## config.mk

```make
export PLATFORM = sky130hd
export DESIGN_NAME = jump_range_set_match_flat
export DESIGN_NICKNAME = d
export VERILOG_FILES = /design/src/rtl/core/jrsm_pkg.sv /design/src/rtl/core/jrsm_in_if.sv /design/src/rtl/core/jrsm_out_if.sv /design/src/rtl/core/jrsm_ram.sv /design/src/rtl/core/jrsm_datapath.sv /design/src/rtl/core/jrsm_ctrl.sv /design/src/rtl/core/jump_range_set_match.sv /design/src/flat_wrapper.sv
export VERILOG_INCLUDE_DIRS = /design/src /design/src/rtl/core
export SDC_FILE = /design/constraint.sdc
export NUM_CORES = 2
export LEC_CHECK = 0
export BUFFER_PORTS_ARGS = -buffer_cell sky130_fd_sc_hd__clkbuf_2
export CORE_ASPECT_RATIO = 1.75
export CORE_MARGIN = 3
export CORE_UTILIZATION = 40
export CTS_CLUSTER_SIZE = 10
export DETAILED_ROUTE_END_ITERATION = 6
export PLACE_DENSITY_LB_ADDON = 0.08
export SLEW_MARGIN = 0
export SYNTH_ARGS = -nofsm -noshare
export SYNTH_HDL_FRONTEND = slang
export SYNTH_SLANG_ARGS = --single-unit
```

## constraint.sdc

```tcl
create_clock -name clk -period 10.5 [get_ports clk]
set_input_delay 2.1 -clock clk [delete_from_list [all_inputs] [get_ports clk]]
set_output_delay 2.1 -clock clk [all_outputs]
set_load 0.005 [all_outputs]
```

## src/rtl/core/jump_range_set_match_macros.svh

```systemverilog
// Assertion macros shared by the jump range table RTL.
// Expects clk and arst_n in the scope of every use.
`ifndef JUMP_RANGE_SET_MATCH_MACROS_SVH
`define JUMP_RANGE_SET_MATCH_MACROS_SVH

// same-cycle implication
`define JRSM_ASSERT_IMP(name, ante, cons, msg) \
	name: assert property (@(posedge clk) disable iff (!arst_n) (ante) |-> (cons)) \
		else $error(msg);

// next-cycle implication
`define JRSM_ASSERT_NXT(name, ante, cons, msg) \
	name: assert property (@(posedge clk) disable iff (!arst_n) (ante) |=> (cons)) \
		else $error(msg);

`endif

```

## src/rtl/core/jrsm_pkg.sv

```systemverilog
// Types and constants for the jump range table.
// No dependencies.
`default_nettype none

package jrsm_pkg;

	localparam int FIELD_W = 32;
	localparam int OP_W    = 2;
	localparam int COUNT_W = 5;

	typedef enum logic [OP_W-1:0] {
		OP_CLEAR    = 2'd0,
		OP_ADD      = 2'd1,
		OP_ADD_CMPL = 2'd2,
		OP_QUERY    = 2'd3
	} op_t;

	// controller -> datapath
	typedef struct packed {
		logic start;      // input transaction accepted this cycle
		logic wr2;        // write second complement piece
		logic scan_issue; // read next table entry
		logic load_out;   // load result register
	} dp_cmd_t;

	// datapath -> controller
	typedef struct packed {
		logic is_query;
		logic need_wr2;
		logic scan_more;
		logic match_now;
		logic cmp_pending;
	} dp_sts_t;

endpackage

`default_nettype wire

```

## src/rtl/core/jrsm_in_if.sv

```systemverilog
// Input channel of the jump range table: valid/ready plus one command.
// Depends on jrsm_pkg.
`default_nettype none

interface jrsm_in_if;
	logic                          valid;
	logic                          ready;
	logic [jrsm_pkg::OP_W-1:0]     op;
	logic [jrsm_pkg::FIELD_W-1:0]  range_low;
	logic [jrsm_pkg::FIELD_W-1:0]  range_high;
	logic [jrsm_pkg::FIELD_W-1:0]  data_size;
	logic [jrsm_pkg::FIELD_W-1:0]  last_pos;
	logic [jrsm_pkg::FIELD_W-1:0]  new_pos;

	modport source (output valid, op, range_low, range_high, data_size, last_pos, new_pos,
		input ready);
	modport sink (input valid, op, range_low, range_high, data_size, last_pos, new_pos,
		output ready);
endinterface

`default_nettype wire

```

## src/rtl/core/jrsm_out_if.sv

```systemverilog
// Result channel of the jump range table: valid/ready plus one result.
// Depends on jrsm_pkg.
`default_nettype none

interface jrsm_out_if;
	logic                          valid;
	logic                          ready;
	logic                          hit;
	logic [jrsm_pkg::COUNT_W-1:0]  range_count;
	logic                          overflow;

	modport source (output valid, hit, range_count, overflow, input ready);
	modport sink (input valid, hit, range_count, overflow, output ready);
endinterface

`default_nettype wire

```

## src/rtl/core/jrsm_ram.sv

```systemverilog
// Generic single-write, single-read RAM with registered read data.
// No dependencies.
`default_nettype none

module jrsm_ram #(
	parameter int WIDTH = 64,
	parameter int DEPTH = 16
) (
	input  wire logic                                   clk,
	input  wire logic                                   we,
	input  wire logic [(DEPTH > 1 ? $clog2(DEPTH) : 1)-1:0] waddr,
	input  wire logic [WIDTH-1:0]                       wdata,
	input  wire logic                                   re,
	input  wire logic [(DEPTH > 1 ? $clog2(DEPTH) : 1)-1:0] raddr,
	output logic      [WIDTH-1:0]                       rdata
);

	logic [WIDTH-1:0] mem_q [DEPTH];

	always_ff @(posedge clk) begin
		if (we) begin
			mem_q[waddr] <= wdata;
		end
		if (re) begin
			rdata <= mem_q[raddr];
		end
	end

endmodule

`default_nettype wire

```

## src/rtl/core/jrsm_datapath.sv

```systemverilog
// Datapath of the jump range table: range RAM, entry count, complement
// splitting, scan comparator and result register. Depends on jrsm_pkg, jrsm_ram.
`default_nettype none

module jrsm_datapath #(
	parameter int MAX_RANGES = 16,
	parameter int POS_WIDTH  = 32
) (
	input  wire logic                            clk,
	input  wire logic                            arst_n,
	input  wire jrsm_pkg::dp_cmd_t               cmd,
	output jrsm_pkg::dp_sts_t                    sts,
	input  wire logic [jrsm_pkg::OP_W-1:0]       op,
	input  wire logic [jrsm_pkg::FIELD_W-1:0]    range_low,
	input  wire logic [jrsm_pkg::FIELD_W-1:0]    range_high,
	input  wire logic [jrsm_pkg::FIELD_W-1:0]    data_size,
	input  wire logic [jrsm_pkg::FIELD_W-1:0]    last_pos,
	input  wire logic [jrsm_pkg::FIELD_W-1:0]    new_pos,
	output logic                                 hit,
	output logic      [jrsm_pkg::COUNT_W-1:0]    range_count,
	output logic                                 overflow
);
	import jrsm_pkg::*;
	`include "jump_range_set_match_macros.svh"

	localparam int W  = (POS_WIDTH < FIELD_W) ? POS_WIDTH : FIELD_W;
	localparam int AW = (MAX_RANGES > 1) ? $clog2(MAX_RANGES) : 1;
	localparam int CW = $clog2(MAX_RANGES + 1);

	op_t          op_e;
	logic [W-1:0] lo_w, hi_w, size_w, last_w, pos_w;
	logic [W:0]   hi_inc;
	logic         below, above, is_add, ovf_now;
	logic [1:0]   need;
	logic [CW:0]  sum;
	logic [W-1:0] p0_lo, p0_hi;
	logic         we_first, ram_we;
	logic [2*W-1:0] wdata, rdata;
	logic [W-1:0] rd_lo, rd_hi;
	logic         match;

	logic [CW-1:0] count_q;
	logic [CW-1:0] idx_q;
	logic [W-1:0]  pend_lo_q, pend_hi_q;
	logic [W-1:0]  dist_q;
	logic          neg_q;
	logic          ovf_q;
	logic          hit_q;
	logic          cmp_v_s1;
	logic          res_hit_q, res_ovf_q;
	logic [COUNT_W-1:0] res_cnt_q;

	assign op_e   = op_t'(op);
	assign lo_w   = range_low[W-1:0];
	assign hi_w   = range_high[W-1:0];
	assign size_w = data_size[W-1:0];
	assign last_w = last_pos[W-1:0];
	assign pos_w  = new_pos[W-1:0];

	// complement pieces: [0, lo-1] and [hi+1, size-1]
	assign hi_inc = {1'b0, hi_w} + (W+1)'(1);
	assign below  = (lo_w != '0);
	assign above  = (hi_inc < {1'b0, size_w});
	assign is_add = op_e inside {OP_ADD, OP_ADD_CMPL};
	assign need   = (op_e == OP_ADD) ? 2'd1 : ({1'b0, below} + {1'b0, above});
	assign sum    = {1'b0, count_q} + (CW+1)'(need);
	assign ovf_now = is_add && (sum > (CW+1)'(MAX_RANGES));

	always_comb begin
		if (op_e == OP_ADD) begin
			p0_lo = lo_w;
			p0_hi = hi_w;
		end else if (below) begin
			p0_lo = '0;
			p0_hi = lo_w - W'(1);
		end else begin
			p0_lo = hi_inc[W-1:0];
			p0_hi = size_w - W'(1);
		end
	end

	assign we_first = cmd.start && is_add && !ovf_now && ((op_e == OP_ADD) || below || above);
	assign ram_we   = we_first || cmd.wr2;
	assign wdata    = cmd.wr2 ? {pend_lo_q, pend_hi_q} : {p0_lo, p0_hi};

	jrsm_ram #(
		.WIDTH (2*W),
		.DEPTH (MAX_RANGES)
	) u_ram (
		.clk   (clk),
		.we    (ram_we),
		.waddr (count_q[AW-1:0]),
		.wdata (wdata),
		.re    (cmd.scan_issue),
		.raddr (idx_q[AW-1:0]),
		.rdata (rdata)
	);

	// last + low <= pos <= last + high, rewritten against pos - last
	assign rd_lo = rdata[2*W-1:W];
	assign rd_hi = rdata[W-1:0];
	assign match = !neg_q && (rd_lo <= dist_q) && (dist_q <= rd_hi);

	assign sts.is_query    = (op_e == OP_QUERY);
	assign sts.need_wr2    = (op_e == OP_ADD_CMPL) && below && above && !ovf_now;
	assign sts.scan_more   = (idx_q < count_q);
	assign sts.match_now   = cmp_v_s1 && match;
	assign sts.cmp_pending = cmp_v_s1;

	always_ff @(posedge clk or negedge arst_n) begin
		if (!arst_n) begin
			count_q  <= '0;
			idx_q    <= '0;
			cmp_v_s1 <= 1'b0;
			hit_q    <= 1'b0;
			ovf_q    <= 1'b0;
		end else begin
			if (cmd.start && (op_e == OP_CLEAR)) begin
				count_q <= '0;
			end else if (ram_we) begin
				count_q <= count_q + CW'(1);
			end
			if (cmd.start) begin
				idx_q    <= '0;
				cmp_v_s1 <= 1'b0;
				hit_q    <= 1'b0;
				ovf_q    <= ovf_now;
			end else begin
				if (cmd.scan_issue) begin
					idx_q <= idx_q + CW'(1);
				end
				cmp_v_s1 <= cmd.scan_issue;
				if (cmp_v_s1 && match) begin
					hit_q <= 1'b1;
				end
			end
		end
	end

	always_ff @(posedge clk) begin
		if (cmd.start) begin
			pend_lo_q <= hi_inc[W-1:0];
			pend_hi_q <= size_w - W'(1);
			dist_q    <= pos_w - last_w;
			neg_q     <= (pos_w < last_w);
		end
		if (cmd.load_out) begin
			res_hit_q <= hit_q;
			res_cnt_q <= COUNT_W'(count_q);
			res_ovf_q <= ovf_q;
		end
	end

	assign hit         = res_hit_q;
	assign range_count = res_cnt_q;
	assign overflow    = res_ovf_q;

	`JRSM_ASSERT_IMP(a_count_bound, 1'b1, count_q <= CW'(MAX_RANGES), "entry count above capacity")
	`JRSM_ASSERT_IMP(a_write_room, ram_we, count_q < CW'(MAX_RANGES), "table write while full")
	`JRSM_ASSERT_IMP(a_scan_in_range, cmd.scan_issue, idx_q < count_q, "scan read past last entry")
	`JRSM_ASSERT_NXT(a_ovf_keeps_table, cmd.start && ovf_now, count_q == $past(count_q),
		"dropped add changed the table")

endmodule

`default_nettype wire

```

## src/rtl/core/jrsm_ctrl.sv

```systemverilog
// Controller of the jump range table: sequences adds, the query scan and the
// result handoff. Depends on jrsm_pkg.
`default_nettype none

module jrsm_ctrl (
	input  wire logic                clk,
	input  wire logic                arst_n,
	input  wire logic                in_valid,
	output logic                     in_ready,
	output logic                     out_valid,
	input  wire logic                out_ready,
	input  wire jrsm_pkg::dp_sts_t   sts,
	output jrsm_pkg::dp_cmd_t        cmd
);
	import jrsm_pkg::*;
	`include "jump_range_set_match_macros.svh"

	typedef enum logic [1:0] {
		ST_IDLE,
		ST_WR2,
		ST_SCAN,
		ST_DONE
	} state_t;

	state_t state_q;
	logic   out_valid_q;
	logic   scan_end;

	assign in_ready  = (state_q == ST_IDLE);
	assign out_valid = out_valid_q;

	assign scan_end = sts.match_now || (!sts.scan_more && !sts.cmp_pending);

	assign cmd.start      = in_valid && in_ready;
	assign cmd.wr2        = (state_q == ST_WR2);
	assign cmd.scan_issue = (state_q == ST_SCAN) && sts.scan_more && !sts.match_now;
	assign cmd.load_out   = (state_q == ST_DONE) && (!out_valid_q || out_ready);

	always_ff @(posedge clk or negedge arst_n) begin
		if (!arst_n) begin
			state_q     <= ST_IDLE;
			out_valid_q <= 1'b0;
		end else begin
			if (cmd.load_out) begin
				out_valid_q <= 1'b1;
			end else if (out_ready) begin
				out_valid_q <= 1'b0;
			end
			case (state_q)
				ST_IDLE: begin
					if (cmd.start) begin
						if (sts.is_query) begin
							state_q <= ST_SCAN;
						end else if (sts.need_wr2) begin
							state_q <= ST_WR2;
						end else begin
							state_q <= ST_DONE;
						end
					end
				end
				ST_WR2: begin
					state_q <= ST_DONE;
				end
				ST_SCAN: begin
					if (scan_end) begin
						state_q <= ST_DONE;
					end
				end
				ST_DONE: begin
					if (cmd.load_out) begin
						state_q <= ST_IDLE;
					end
				end
				default: begin
					state_q <= ST_IDLE;
				end
			endcase
		end
	end

	`JRSM_ASSERT_NXT(a_wr2_once, state_q == ST_WR2, state_q == ST_DONE, "second write not single")
	`JRSM_ASSERT_NXT(a_start_leaves_idle, cmd.start, state_q != ST_IDLE, "accept did not start work")
	`JRSM_ASSERT_NXT(a_load_hands_off, cmd.load_out, (state_q == ST_IDLE) && out_valid_q,
		"result load did not present a result")

endmodule

`default_nettype wire

```

## src/rtl/core/jump_range_set_match.sv

```systemverilog
// Jump range table for a pattern scanner.
// Channels: req (sink) carries one command per transaction: clear, add range,
// add complement of a range within data_size, or query new_pos against the
// stored ranges measured from last_pos. rsp (source) returns one result per
// command: hit, range_count and overflow.
// After req is accepted, clears, single adds, dropped adds and empty or
// one-piece complements go straight to the result load; a complement that
// adds two ranges first writes its second piece, and a query first scans
// the ranges held (at most MAX_RANGES).
// The query time is set by the scan, which reads one entry per cycle from the
// range RAM through one comparator and stops at the first hit.
// One command is worked at a time; req is ready again the cycle after the
// result is loaded into the rsp register, and the next command can start
// while that result still waits.
// Reset empties the table (count to zero); RAM contents are never read below
// a write. If rsp is stalled, a finished command waits before the result
// register and req stays not ready until the held result is taken.
// Depends on jrsm_pkg, jrsm_in_if, jrsm_out_if, jrsm_ctrl, jrsm_datapath.
`default_nettype none

module jump_range_set_match #(
	parameter int MAX_RANGES = 16,
	parameter int POS_WIDTH  = 32
) (
	input  wire logic  clk,
	input  wire logic  arst_n,
	jrsm_in_if.sink    req,
	jrsm_out_if.source rsp
);
	import jrsm_pkg::*;

	dp_cmd_t dp_cmd;
	dp_sts_t dp_sts;

	jrsm_ctrl u_ctrl (
		.clk       (clk),
		.arst_n    (arst_n),
		.in_valid  (req.valid),
		.in_ready  (req.ready),
		.out_valid (rsp.valid),
		.out_ready (rsp.ready),
		.sts       (dp_sts),
		.cmd       (dp_cmd)
	);

	jrsm_datapath #(
		.MAX_RANGES (MAX_RANGES),
		.POS_WIDTH  (POS_WIDTH)
	) u_dp (
		.clk         (clk),
		.arst_n      (arst_n),
		.cmd         (dp_cmd),
		.sts         (dp_sts),
		.op          (req.op),
		.range_low   (req.range_low),
		.range_high  (req.range_high),
		.data_size   (req.data_size),
		.last_pos    (req.last_pos),
		.new_pos     (req.new_pos),
		.hit         (rsp.hit),
		.range_count (rsp.range_count),
		.overflow    (rsp.overflow)
	);

endmodule

`default_nettype wire
```

## src/flat_wrapper.sv

```systemverilog
// flat-port wrapper written by rule: the top's interface ports become plain ports
module jump_range_set_match_flat import jrsm_pkg::*;
#(
	parameter int MAX_RANGES = 16,
	parameter int POS_WIDTH  = 32
)
  (clk, arst_n, req_valid, req_op, req_range_low, req_range_high, req_data_size, req_last_pos, req_new_pos, req_ready, rsp_valid, rsp_hit, rsp_range_count, rsp_overflow, rsp_ready);
  jrsm_in_if req_i ();
  jrsm_out_if rsp_i ();
  input  wire logic clk;
  input  wire logic arst_n;
  input wire logic [$bits(req_i.valid)-1:0] req_valid;
  input wire logic [$bits(req_i.op)-1:0] req_op;
  input wire logic [$bits(req_i.range_low)-1:0] req_range_low;
  input wire logic [$bits(req_i.range_high)-1:0] req_range_high;
  input wire logic [$bits(req_i.data_size)-1:0] req_data_size;
  input wire logic [$bits(req_i.last_pos)-1:0] req_last_pos;
  input wire logic [$bits(req_i.new_pos)-1:0] req_new_pos;
  output wire logic [$bits(req_i.ready)-1:0] req_ready;
  output wire logic [$bits(rsp_i.valid)-1:0] rsp_valid;
  output wire logic [$bits(rsp_i.hit)-1:0] rsp_hit;
  output wire logic [$bits(rsp_i.range_count)-1:0] rsp_range_count;
  output wire logic [$bits(rsp_i.overflow)-1:0] rsp_overflow;
  input wire logic [$bits(rsp_i.ready)-1:0] rsp_ready;
  assign req_i.valid = req_valid;
  assign req_i.op = req_op;
  assign req_i.range_low = req_range_low;
  assign req_i.range_high = req_range_high;
  assign req_i.data_size = req_data_size;
  assign req_i.last_pos = req_last_pos;
  assign req_i.new_pos = req_new_pos;
  assign req_ready = req_i.ready;
  assign rsp_valid = rsp_i.valid;
  assign rsp_hit = rsp_i.hit;
  assign rsp_range_count = rsp_i.range_count;
  assign rsp_overflow = rsp_i.overflow;
  assign rsp_i.ready = rsp_ready;
  jump_range_set_match #(.MAX_RANGES(MAX_RANGES), .POS_WIDTH(POS_WIDTH)) u_core (.clk(clk), .arst_n(arst_n), .req(req_i), .rsp(rsp_i));
endmodule
```

==> results.py <==
metrics = {
    "status": {
        "outcome": "finished, violations left",
        "violations": "DRC",
    },
    "grt": {
        "antenna_found_initial": 10,
        "globalRouteOverflowTotal": 0,
        "grt_usage": 0.2133,
        "grt_first_pass_wirelength_um": 208600,
        "first_global_vias": 30230,
        "grt_max_degree": 139,
    },
    "worst_setup_path": {
        "critPathLaunch": "req_range_high[0]",
        "cp_top_family": "simple AND/OR/NAND/NOR gates",
        "cpMostUsedCell": "ha_1",
        "reg2reg_from": "u_core.u_dp.dist_q[30]$_DFFE_PP_",
        "crit_buf_inv": 3,
        "cpMaxStageDelayCell": "a21oi_1",
        "worstSetupEndpointType": "register",
        "worstPathRequired_ns": 10.89,
        "slowest_delay_ns": 0.62,
        "cp-start-kind": "input pin",
        "crit_fanout": 51,
        "critical_path_class": "in2reg",
        "worstPathArrival_ns": 9.46,
    },
    "clock_network": {
        "post_cts_buffers": 0,
        "clkSlewWorstSetupHoldPaths_ns": 0.05,
        "clock_path_buffers": 3,
        "cts-root-buf": "clkbuf_16",
        "cts_tree": "built",
        "clk_latency_ns": 0.76,
        "cts_resized": 0,
        "htreeDepth": 4,
        "numClockSinks": 1208,
        "numCtsBuffers": 140,
        "postCtsHoldBufs": 0,
    },
    "sta": {
        "fin_ws_ns": 1.433,
        "maxSlewHeadroom": 0.1745,
        "setup_viol": 0,
        "tns_ns": 0,
        "fmax_mhz": 110.3,
        "final.setup_skew_ns": 0.03039,
        "worst_slew_pin_slew_ns": 1.233,
        "finalHoldViolations": 0,
        "fin_crit_ns": 9.067,
        "finalMaxSlewViolations": 0,
        "rsz0062_at_grt": "false",
        "finalCritPeriodShare": 0.8635,
    },
    "synth": {
        "synth_top_family_by_area": "multiplexers",
        "synth_area_leaders": "edfxtp_1 (69%), mux4_2 (14%), ha_1 (3.6%)",
        "synth_top_area_cell": "edfxtp_1",
        "syn-cell-area_sq_mm": 0.05208,
        "synthDistinctLibCells": 68,
        "synth_ff_type": "edfxtp_1",
        "synth_compound_area_frac": 0.04081,
        "synth_edf_count": 1192,
        "synth_seq_cells": 1208,
        "synth_xor_area_frac": 0.01782,
        "yosysSeqAreaShare": 0.6949,
        "async_reset_ff_frac": 0.01325,
        "synth_fa_ha_area_frac": 0.03680,
        "synth-simple-area-share": 0.04526,
        "ys_warn_count": 0,
        "synth_top_area_frac": 0.6872,
        "synth_cells": 2912,
        "postSynthAreaPerCell_sq_um": 17.89,
        "synth_mux_area_frac": 0.1421,
        "synthesis.nets": 3230,
    },
    "pwr": {
        "p_total_mw": 15.03,
        "power_density_mw_per_mm2": 252.0,
        "switchingPower_mw": 4.578,
        "p_leak_nw": 20.11,
        "peakVddDrop_mv": 0.1615,
        "intPower_mw": 10.45,
        "p_seq_frac": 0.444,
        "comb_power_share": 0.269,
        "p_sw_frac": 0.3046,
        "p_clk_frac": 0.287,
    },
    "route": {
        "first_iter_violations": 1812,
        "final_antenna_net_count": 0,
        "routedWlPerCell_um": 29.02,
        "drt_first_pass_iters": 7,
        "totalWireLength_um": 142500,
        "vias": 27960,
        "drc_errors": 4,
        "via_per_inst": 5.691,
    },
    "hold_path": {
        "holdCritStartpoint": "u_core.u_dp.hit_q$_DFFE_PN0P_",
        "hold_class": "reg2reg",
    },
    "placed_design": {
        "portBuffers": 174,
        "finalWeightedCongestion": 0.9003,
        "pre_cts_ws_ns": 0.6665,
        "dpl.cell_count": 4733,
        "hpwl_um": 95900,
    },
    "final_layout": {
        "fin_nets": 3521,
        "drive_gt1_frac": 0.2529,
        "regArea_sq_mm": 0.03621,
        "syn_to_final_growth_pct": 14.51,
        "fillerInstances": 11070,
        "final_cell_count_no_fill": 4912,
        "multiInputGateArea_sq_mm": 0.01494,
    },
    "die": {
        "initial_utilization": 0.4041,
        "die-width_um": 278.8,
        "io_pins": 175,
        "die_area_sq_mm": 0.1347,
        "core.rowCount": 174,
        "coreArea_sq_mm": 0.1289,
        "die_h_um": 483.4,
    },
    "run": {
        "drv_cap": 0,
    },
}
==> cell usage in the layout (no fill, tap or decap), drive strengths merged, types with 27 or more instances in the layout <==
master and n:
edfxtp 1192, clkbuf 335, mux4 320, inv 191, ha 150, nand2 143
a21oi 102, buf 94, o21ai 85, nor2 84, xnor2 74, nand3 40
nand4 33, xor2 32, nor3 31, a21o 28, and3 27
==> power by group through the flow <==
stage                     clock network [mW]  logic (mW)  registers, mW
final                                   4.32        4.04           6.67
after global routing                    4.61        4.39           6.72
after CTS                               4.44        4.16           6.69
after detailed placement                   0        4.15           6.78
after global placement                     0        4.09           6.76
after floorplan                            0        2.59           6.60
==> path summary, 6_finish.rpt <==
path	to	slack, ns	depth (start not counted)
worst max-delay path	u_core.u_dp.u_ram.mem_q[12][43]$_DFFE_PP_	1.43	25
worst min-delay path	u_core.u_dp.hit$_DFFE_PP_	0.46	0
worst max register to register	u_core.u_dp.u_ram.rdata[14]$_DFFE_PP_	5.85	9
worst min register to register	u_core.u_dp.hit$_DFFE_PP_	0.46	0
max in group asynchronous	u_core.u_dp.idx_q[1]$_DFFE_PN0P_	8.85	1
min in group asynchronous	u_core.u_dp.idx_q[0]$_DFFE_PN0P_	1.29	1
==> metrics by stage <==
| step | util | instance area [sq um] | hold slack [ns] |
|---|---|---|---|
| 2_1_floorplan | - | 52080 | 0.4231 |
| 3_3_place_gp | 0.4325 | 55740 | 0.4349 |
| 3_5_place_dp | 0.4325 | 55740 | 0.4398 |
| 4_1_cts | 0.4627 | 59630 | 0.4670 |
| 5_1_grt | 0.4627 | 59640 | 0.4745 |
| 6_report | 0.4627 | 59640 | 0.4626 |
==> cell type report <==
type	count	area share
diodes	1	0.00004196
well taps	1672	0.03508
clock inverters	17	0.003671
inverters	186	0.01177
clock buffers	161	0.06166
multi-input cells	1399	0.2504
flip-flops and latches	1208	0.6071
repair buffers	268	0.03021
==> cells in the mapped netlist (all sizes together) (20+ instances only) <==
library cell	count
a21o	28
a21oi	102
a31oi	20
and2	20
and3	27
buf	29
clkbuf	90
edfxtp	1192
ha	150
inv	185
mux4	320
nand2	143
nand3	40
nand4	33
nor2	84
nor3	31
o21ai	85
xnor2	74
xor2	32
==> logic make-up after synthesis <==
family | count (synthesis)
AO/OA/AOI/OAI | 336
XOR/XNOR | 106
adder cells (fa/ha/maj) | 152
buffers and inverters | 305
flip-flops | 1208
multiplexers | 338
AND/OR/NAND/NOR | 467
==> layer usage <==
| layer | share of wire | wire length [um] | track usage |
|---|---|---|---|
| met1 | 0.39 | 56090 | 0.2647 |
| met2 | 0.53 | 76220 | 0.3849 |
| met3 | 0.040 | 5691 | 0.02779 |
| met4 | 0.032 | 4540 | 0.07032 |
| met5 | 0 | 0 | 0 |
==> registers in the layout, indices dropped and copies added, names as in the netlist, 2 cells and up <==
name	count
u_core.u_dp.u_ram.mem_q	1024
u_core.u_dp.u_ram.rdata	64
u_core.u_dp.dist_q	32
u_core.u_dp.pend_hi_q	32
u_core.u_dp.pend_lo_q	32
u_core.u_dp.count_q	5
u_core.u_dp.idx_q	5
u_core.u_dp.range_count	5
u_core.u_ctrl.state_q	2
(Power assumes the default switching activity.)
